## config.mk

```make
export PLATFORM = sky130hd
export DESIGN_NAME = rtc_bcd_regs_to_epoch_core
export DESIGN_NICKNAME = d
export VERILOG_FILES = /design/src/hw/rtl/rbte_pkg.sv /design/src/hw/rtl/rtc_bcd_regs_to_epoch_core.sv
export SDC_FILE = /design/constraint.sdc
export NUM_CORES = 1
export LEC_CHECK = 0
export ABC_AREA = 0
export BUFFER_PORTS_ARGS = -buffer_cell sky130_fd_sc_hd__buf_2
export CAP_MARGIN = 20
export CORE_ASPECT_RATIO = 1.5
export CORE_MARGIN = 4
export CORE_UTILIZATION = 57
export CTS_CLUSTER_DIAMETER = 50
export DETAILED_ROUTE_END_ITERATION = 7
export GPL_TIMING_DRIVEN = 0
export PLACE_DENSITY = 0.75
export SETUP_SLACK_MARGIN = 0.05
export SKIP_LAST_GASP = 1
export SLEW_MARGIN = 10
export SYNTH_ARGS = -nofsm -noshare
export SYNTH_HDL_FRONTEND = slang
export SYNTH_SLANG_ARGS = --single-unit
```

## constraint.sdc

```tcl
create_clock -name clk -period 16.6 [get_ports clk]
set_input_delay 1.66 -clock clk [delete_from_list [all_inputs] [get_ports clk]]
set_output_delay 1.66 -clock clk [all_outputs]
set_load 0.01 [all_outputs]
```

## src/hw/rtl/rbte_pkg.sv

```systemverilog
`timescale 1ns / 1ps
// ----------------------------------------------------------------------------
// rbte_pkg
// Constants and helper functions for the BCD clock to epoch seconds converter.
// ----------------------------------------------------------------------------
package rbte_pkg;

    localparam int DayW   = 17;
    localparam int TodW   = 17;
    localparam int ProdW  = 34;
    localparam int SumW   = 35;
    localparam int EpochW = 32;

    localparam logic [DayW-1:0] Days2000     = 17'd11017;
    localparam logic [DayW-1:0] DaysMar1999  = 17'd10651;
    localparam logic [DayW-1:0] SecsPerDay   = 17'd86400;
    localparam logic [TodW-1:0] SecsPerHour  = 17'd3600;
    localparam logic [TodW-1:0] SecsPerMin   = 17'd60;
    localparam logic [DayW-1:0] DaysPerYear  = 17'd365;

    // Decodes two BCD digits without rejecting digits above nine.
    function automatic logic [7:0] bcd_value(input logic [7:0] b);
        bcd_value = 8'(b[7:4]) * 8'd10 + 8'(b[3:0]);
    endfunction

    // Days from March 1 to the first of the given month, in a March-based year.
    function automatic logic [8:0] month_offset(input logic [4:0] m);
        case (m)
            5'd1:    month_offset = 9'd306;
            5'd2:    month_offset = 9'd337;
            5'd3:    month_offset = 9'd0;
            5'd4:    month_offset = 9'd31;
            5'd5:    month_offset = 9'd61;
            5'd6:    month_offset = 9'd92;
            5'd7:    month_offset = 9'd122;
            5'd8:    month_offset = 9'd153;
            5'd9:    month_offset = 9'd184;
            5'd10:   month_offset = 9'd214;
            5'd11:   month_offset = 9'd245;
            5'd12:   month_offset = 9'd275;
            default: month_offset = 9'd0;
        endcase
    endfunction

endpackage

```

## src/hw/rtl/rtc_bcd_regs_to_epoch_core.sv

```systemverilog
`timescale 1ns / 1ps
// ----------------------------------------------------------------------------
// rtc_bcd_regs_to_epoch_core
// Converts one snapshot of BCD clock registers to Unix seconds with a flag.
// ----------------------------------------------------------------------------
// Channel | Handshake             | Payload
// in      | in_valid / in_ready   | seconds_reg minutes_reg hours_reg date_reg
//         |                       | month_reg year_reg
// out     | out_valid / out_ready | epoch_seconds valid_res
//
// Four register stages: decode and range check, day count and time of day,
// day multiply, final add and overflow check. One transaction enters per
// cycle unless the output is held. Reset clears the stage valid bits.
// When the output is held, all stages stall together and in_ready drops.
// ----------------------------------------------------------------------------
module rtc_bcd_regs_to_epoch_core
(
    input  logic                       clk,
    input  logic                       rst_n,
    input  logic                       in_valid,
    output logic                       in_ready,
    input  logic [7:0]                 seconds_reg,
    input  logic [7:0]                 minutes_reg,
    input  logic [7:0]                 hours_reg,
    input  logic [7:0]                 date_reg,
    input  logic [7:0]                 month_reg,
    input  logic [7:0]                 year_reg,
    output logic                       out_valid,
    input  logic                       out_ready,
    output logic [rbte_pkg::EpochW-1:0] epoch_seconds,
    output logic                       valid_res
);
    import rbte_pkg::*;

    logic advance;

    logic            s1_valid_reg, s1_valid_next;
    logic            s1_ok_reg, s1_ok_next;
    logic [6:0]      s1_sec_reg, s1_sec_next;
    logic [6:0]      s1_min_reg, s1_min_next;
    logic [4:0]      s1_hour_reg, s1_hour_next;
    logic [4:0]      s1_day_reg, s1_day_next;
    logic [8:0]      s1_mofs_reg, s1_mofs_next;
    logic [7:0]      s1_year_reg, s1_year_next;
    logic            s1_early_reg, s1_early_next;

    logic            s2_valid_reg, s2_valid_next;
    logic            s2_ok_reg, s2_ok_next;
    logic [DayW-1:0] s2_days_reg, s2_days_next;
    logic [TodW-1:0] s2_tod_reg, s2_tod_next;

    logic             s3_valid_reg, s3_valid_next;
    logic             s3_ok_reg, s3_ok_next;
    logic [ProdW-1:0] s3_prod_reg, s3_prod_next;
    logic [TodW-1:0]  s3_tod_reg, s3_tod_next;

    logic              out_valid_reg, out_valid_next;
    logic              res_ok_reg, res_ok_next;
    logic [EpochW-1:0] epoch_reg, epoch_next;

    logic [7:0] sec_v, min_v, h12_v, h24_v, day_v, mon_v, hour_v;
    logic       twelve_mode, h12_bad;
    logic [7:0] year_eff;
    logic [DayW-1:0] year_days;
    logic [SumW-1:0] total;

    assign advance  = !out_valid_reg || out_ready;
    assign in_ready = advance;

    always_comb
    begin
        sec_v       = bcd_value({1'b0, seconds_reg[6:0]});
        min_v       = bcd_value({1'b0, minutes_reg[6:0]});
        h12_v       = bcd_value({3'b000, hours_reg[4:0]});
        h24_v       = bcd_value({2'b00, hours_reg[5:0]});
        day_v       = bcd_value({2'b00, date_reg[5:0]});
        mon_v       = bcd_value({3'b000, month_reg[4:0]});
        twelve_mode = hours_reg[6];
        h12_bad     = (h12_v < 8'd1) || (h12_v > 8'd12);
        if (twelve_mode)
        begin
            hour_v = ((h12_v == 8'd12) ? 8'd0 : h12_v) + (hours_reg[5] ? 8'd12 : 8'd0);
        end
        else
        begin
            hour_v = h24_v;
        end

        s1_valid_next = in_valid;
        s1_ok_next    = !(twelve_mode && h12_bad) && (sec_v <= 8'd59) && (min_v <= 8'd59)
                        && (hour_v <= 8'd23) && (day_v >= 8'd1) && (day_v <= 8'd31)
                        && (mon_v >= 8'd1) && (mon_v <= 8'd12);
        s1_sec_next   = sec_v[6:0];
        s1_min_next   = min_v[6:0];
        s1_hour_next  = hour_v[4:0];
        s1_day_next   = day_v[4:0];
        s1_mofs_next  = month_offset(mon_v[4:0]);
        s1_year_next  = bcd_value(year_reg);
        s1_early_next = (mon_v <= 8'd2);
    end

    always_comb
    begin
        year_eff  = s1_year_reg - 8'(s1_early_reg);
        year_days = DayW'(year_eff) * DaysPerYear + DayW'(year_eff[7:2])
                    - ((year_eff >= 8'd100) ? DayW'(1) : DayW'(0));
        if (s1_early_reg && (s1_year_reg == 8'd0))
        begin
            s2_days_next = DaysMar1999 + DayW'(s1_mofs_reg) + DayW'(s1_day_reg) - DayW'(1);
        end
        else
        begin
            s2_days_next = Days2000 + year_days + DayW'(s1_mofs_reg)
                           + DayW'(s1_day_reg) - DayW'(1);
        end
        s2_tod_next   = TodW'(s1_hour_reg) * SecsPerHour + TodW'(s1_min_reg) * SecsPerMin
                        + TodW'(s1_sec_reg);
        s2_valid_next = s1_valid_reg;
        s2_ok_next    = s1_ok_reg;
    end

    always_comb
    begin
        s3_prod_next  = ProdW'(s2_days_reg) * ProdW'(SecsPerDay);
        s3_tod_next   = s2_tod_reg;
        s3_valid_next = s2_valid_reg;
        s3_ok_next    = s2_ok_reg;
    end

    always_comb
    begin
        total          = SumW'(s3_prod_reg) + SumW'(s3_tod_reg);
        res_ok_next    = s3_ok_reg && (total[SumW-1:EpochW] == '0);
        epoch_next     = res_ok_next ? total[EpochW-1:0] : '0;
        out_valid_next = s3_valid_reg;
    end

    always_ff @(posedge clk or negedge rst_n)
    begin
        if (!rst_n)
        begin
            s1_valid_reg  <= 1'b0;
            s2_valid_reg  <= 1'b0;
            s3_valid_reg  <= 1'b0;
            out_valid_reg <= 1'b0;
        end
        else if (advance)
        begin
            s1_valid_reg  <= s1_valid_next;
            s2_valid_reg  <= s2_valid_next;
            s3_valid_reg  <= s3_valid_next;
            out_valid_reg <= out_valid_next;
        end
    end

    always_ff @(posedge clk)
    begin
        if (advance)
        begin
            s1_ok_reg    <= s1_ok_next;
            s1_sec_reg   <= s1_sec_next;
            s1_min_reg   <= s1_min_next;
            s1_hour_reg  <= s1_hour_next;
            s1_day_reg   <= s1_day_next;
            s1_mofs_reg  <= s1_mofs_next;
            s1_year_reg  <= s1_year_next;
            s1_early_reg <= s1_early_next;
            s2_ok_reg    <= s2_ok_next;
            s2_days_reg  <= s2_days_next;
            s2_tod_reg   <= s2_tod_next;
            s3_ok_reg    <= s3_ok_next;
            s3_prod_reg  <= s3_prod_next;
            s3_tod_reg   <= s3_tod_next;
            res_ok_reg   <= res_ok_next;
            epoch_reg    <= epoch_next;
        end
    end

    assign out_valid     = out_valid_reg;
    assign epoch_seconds = epoch_reg;
    assign valid_res     = res_ok_reg;

endmodule
```

# == Yosys cells after proc, flatten, opt, wreduce, memory -nomap -nowiden ==
# Memory sizes are Yosys's and may differ from the RTL's. A register that Yosys moved wholly into a read port is not among the register bits.
# Index checks and enable logic that the tools add are counted.
# classes
add_sub_neg,21
order_cmp,11
mux,5
n_eq_ne,1
n_reduce_logical,16
n_mul,11
# op_table
operator,count
$add 34x17->35,1
$mul 17x10->27 const B,1
$add 6x4->7,3
$add 14x17->17 const A,1
$add 17x13->17,1
$add 17x5->17,1
$add 17x6->17,1
$add 17x7->17,1
$add 17x9->17,1
$mul 8x9->17 const B,1
$mux 17,1
$sub 16x1->17 const B,1
$sub 17x1->17,1
$sub 17x1->17 const B,1
$add 15x5->16,1
$add 7x4->8,2
$le 8x6->1 const B,2
$add 14x9->15 const A,1
$mul 5x8->13 const B,1
$add 5x4->6,2
$mul 3x3->6 const B,2
$mul 7x4->11 const B,1
$logic_and 1x1->1,10
$mul 2x3->5 const B,2
other kinds (22),25
# totals
regBits,151
mem_bits_ro,144
out_inout_bits,35
inputBits,52
n_memories,1
elab_cells,85
# mem_list
memory,depth,word_bits,rd,rd_clocked_by_memory_dff,write_ports,line,rtl
(no name shown),16,9,1,1,0,rbte_pkg.sv:28,case (m)

# == Longest topological paths before layout ==
# depth
depth_word,13
ltp_mapped,27
mapped_depth_nobuf,27

# == Worst setup path after synthesis ==
# Ideal clock, no wire load.
# synth_timing
path_type,input-to-output
start,input out_ready
end,output in_ready
arrival_ns,5.572
path_buffers,0
required_ns,14.940
path_stages,1
slack_ns,9.368
path_cell_list,nand2b_1
# synth_via
elab_chain_cells,1
# synth_rtl
element,line,rtl
from (decl),rtc_bcd_regs_to_epoch_core.sv:29,"input logic out_ready,"
$logic_or 1x1->1,rtc_bcd_regs_to_epoch_core.sv:67,assign advance = !out_valid_reg || out_ready;
to (decl),rtc_bcd_regs_to_epoch_core.sv:21,"output logic in_ready,"
# No other way between the ends.

# == Worst setup path in the final report ==
# layout_timing
start,register s1_year_reg[0]
end,register s2_days_reg[15] (data pin)
# layout_via
elab_chain_cells,9
elab_cells_between_ends,13
cone_classes,add/sub: 7; mul: 1; order compare: 1; mux: 2; reduce/logical: 2
# layout_rtl
element,line,rtl
from (decl),rtc_bcd_regs_to_epoch_core.sv:44,"logic [7:0] s1_year_reg, s1_year_next;"
from (signal assigned),rtc_bcd_regs_to_epoch_core.sv:166,s1_year_reg <= s1_year_next;
$sub 8x1->8,rtc_bcd_regs_to_epoch_core.sv:104,year_eff = s1_year_reg - 8'(s1_early_reg);
$mul 8x9->17 or $ge 8x7->1 (tied branches),"rtc_bcd_regs_to_epoch_core.sv:105, rtc_bcd_regs_to_epoch_core.sv:106",
$add 17x6->17 or $mux 1 (tied branches),"rtc_bcd_regs_to_epoch_core.sv:105, rtc_bcd_regs_to_epoch_core.sv:106",
$sub 17x1->17,rtc_bcd_regs_to_epoch_core.sv:106,- ((year_eff >= 8'd100) ? DayW'(1) : DayW'(0));
$add 14x17->17,rtc_bcd_regs_to_epoch_core.sv:113,s2_days_next = Days2000 + year_days + DayW'(s1_mofs_reg)
$add 17x9->17,rtc_bcd_regs_to_epoch_core.sv:113,
$add 17x5->17,rtc_bcd_regs_to_epoch_core.sv:114,+ DayW'(s1_day_reg) - DayW'(1);
$sub 17x1->17,rtc_bcd_regs_to_epoch_core.sv:114,
$mux 17 (*),rtc_bcd_regs_to_epoch_core.sv:107,if (s1_early_reg && (s1_year_reg == 8'd0))
to (signal assigned),rtc_bcd_regs_to_epoch_core.sv:169,s2_days_reg <= s2_days_next;
to (decl),rtc_bcd_regs_to_epoch_core.sv:49,"logic [DayW-1:0] s2_days_reg, s2_days_next;"
# Every way passes the cells marked *; elsewhere a longest branch is shown, timed or not.
# A chain may end at the register's enable or synchronous reset.

==> metrics <==
Total Nets Final=1,924; final wirelength=~26 mm; antenna violations before repair=0; CP Capture Type=register; Yosys cell types=66; cell area after synthesis=0.01505 sq mm; Slew HR=0.2431; CP top delay family=adder cells; most frequent cells in the layout=inv_1 (271), ha_1 (264), edfxtp_1 (156); Area Overhead vs Synth=9.659%; Critical Path AT=~7.0 ns; clk buf depth=2; crit path buf inv count=4; DRT antenna net count=0; GPL Wtd Cong=around 0.9; flop-to-flop setup slack=around 9.8 ns; Sum Neg Setup Slack=0 ns; synth warn=0; RSZ-0062 raised after global routing=false; clock sinks=160; Post-synth EDFFs=156; via count=9,915; post-CTS resize count=0; CTS tree=built; CP Max Fanout=6; commonest non-fill, non-tap cell in the layout=inv_1; Port Buf Inserts=78; vias in the first global route=a little over 10,000; Post-CTS Setup Bufs=0; largest net degree at the start of global routing=70; post-detail-place hpwl=22.17 mm; hold crit path type=reg2reg; hold bufs inserted after CTS=0; max reg flops=32; synthesized flop and latch total=between 150 and 200; first-pass GRT wire length=45.48 mm; Fmax achieved=around 0.15 GHz; crit-path max cell delay=approximately 0.55 ns; diode count=0; Starting Density=0.5802; status=finished clean; pin slew with the least headroom to its limit=between 1 and 1.5 ns; critical path type=reg2reg; routed vias/inst=5.362; clock root buffer=clkbuf_16; Seq/Total Area, Yosys=0.3178; final setup fails=0; die height=207.0 um; Post-Syn Nets=1,825; Slew Viols, Final=0; dpl ws=9.822 ns; top_reg_cell synth=edfxtp_1; DRT iter0 DRCs=339; FP Rows=72; CTS Buf Count=17; GR Util All Layers=0.1898; core area=0.02594 sq mm; async set-reset flop share out of synthesis=0.02500; Fin. Hold Viols=0; CP Launch Type=register; WP data required=16.77 ns; worst clock skew=0.009512 ns; synthesized instance count=1,404; clock slew at reported path FFs=approximately 0.07 ns; Max stage delay cell, worst path=fa_1; CTS H-Tree Depth=4; crit share post-route=0.4118; share of layout cells above drive strength 1=0.09499; Overflow after GRT=0; Wirelength per Cell=roughly 14 um; max-cap check violation count=0; DR DRC count=0; fin crit period=roughly 7 ns; Die W=roughly 140 um; Skew-Pair Late Insertion Delay=0.44 ns; most frequent CP cell=ha_1; DRT Pass-1 Iters=6; min setup slack post-route=~9.8 ns; Avg Cell Area, Syn=approximately 11 sq um; die area=0.02913 sq mm; Boundary Pins=between 80 and 90
==> cells in the mapped netlist, types with 7 or more instances <==
master | instances | area, sq um
a21oi_2 | 10 | 87.58
nor2b_1 | 10 | 62.56
a31oi_1 | 8 | 50.05
nand2_1 | 62 | 232.7
nor3_1 | 15 | 75.07
o21ai_0 | 38 | 190.2
nand4_1 | 8 | 50.05
fa_1 | 105 | 2102
xnor2_1 | 82 | 718.2
clkbuf_1 | 7 | 26.28
a21boi_0 | 8 | 60.06
nand2b_1 | 11 | 68.82
ha_1 | 264 | 3303
xor2_1 | 34 | 297.8
o21a_1 | 10 | 75.07
nand3_1 | 25 | 125.1
o21bai_1 | 9 | 67.56
a21oi_1 | 86 | 430.4
nor2_1 | 57 | 214.0
a211oi_1 | 17 | 127.6
a21o_1 | 26 | 195.2
inv_1 | 271 | 1017
edfxtp_1 | 156 | 4684
==> final cells by class <==
| cell class | instances | area (sq um) |
|---|---|---|
| clock buffers | 17 | 425.4 |
| repair buffers | 80 | 437.9 |
| multi-input cells | 959 | 9181 |
| inverters | 272 | 1021 |
| fillers | 1985 | 9438 |
| well taps | 333 | 416.7 |
| plain buffers | 13 | 73.82 |
| clock inverters | 15 | 166.4 |
| flip-flops and latches | 160 | 4785 |
==> metal layers <==
layer  vias up  track usage  share of wire
met3        54      0.02884          0.032
met5         -            0              0
li1       5001            -              -
met1      4681       0.1961           0.38
met4         0      0.07556          0.031
met2       179       0.3733           0.56
==> path summary, 6_finish.rpt <==
path,from,to,cells after the start
max,s1_year_reg[0]$_DFFE_PP_,s2_days_reg[15]$_SDFFCE_PP0P_,27
min,s2_tod_reg[8]$_DFFE_PP_,s3_tod_reg[8]$_DFFE_PP_,0
max reg2reg,s1_year_reg[0]$_DFFE_PP_,s2_days_reg[15]$_SDFFCE_PP0P_,27
min reg2reg,s2_tod_reg[8]$_DFFE_PP_,s3_tod_reg[8]$_DFFE_PP_,0
max in group asynchronous,rst_n,s1_valid_reg$_DFFE_PN0P_,1
min in group asynchronous,rst_n,out_valid_next$_DFFE_PN0P_,1
==> through the flow <==
step	instances	utilization	hold WS (ns)	area, sq um
floorplan	1404	-	0.4003	15050
global placement	1815	0.6113	0.4041	15860
detailed placement	1817	0.6134	0.4045	15920
CTS	1849	0.6362	0.4193	16510
global route	1849	0.6362	0.4259	16510
finish	1849	0.6362	0.4192	16510
==> kinds of logic after synthesis <==
family                   count (synthesis)  synth area share
flip-flops                             160            0.3178
AND/OR/NAND/NOR                        213           0.06658
multiplexers                             7          0.005153
buffers and inverters                  285           0.07273
adder cells (fa/ha/maj)                369            0.3591
AO/OA/AOI/OAI                          254            0.1111
XOR/XNOR                               116           0.06749
Power is not shown: default switching activity piles up to over one toggle a cycle in this logic, so the estimate is an artifact.
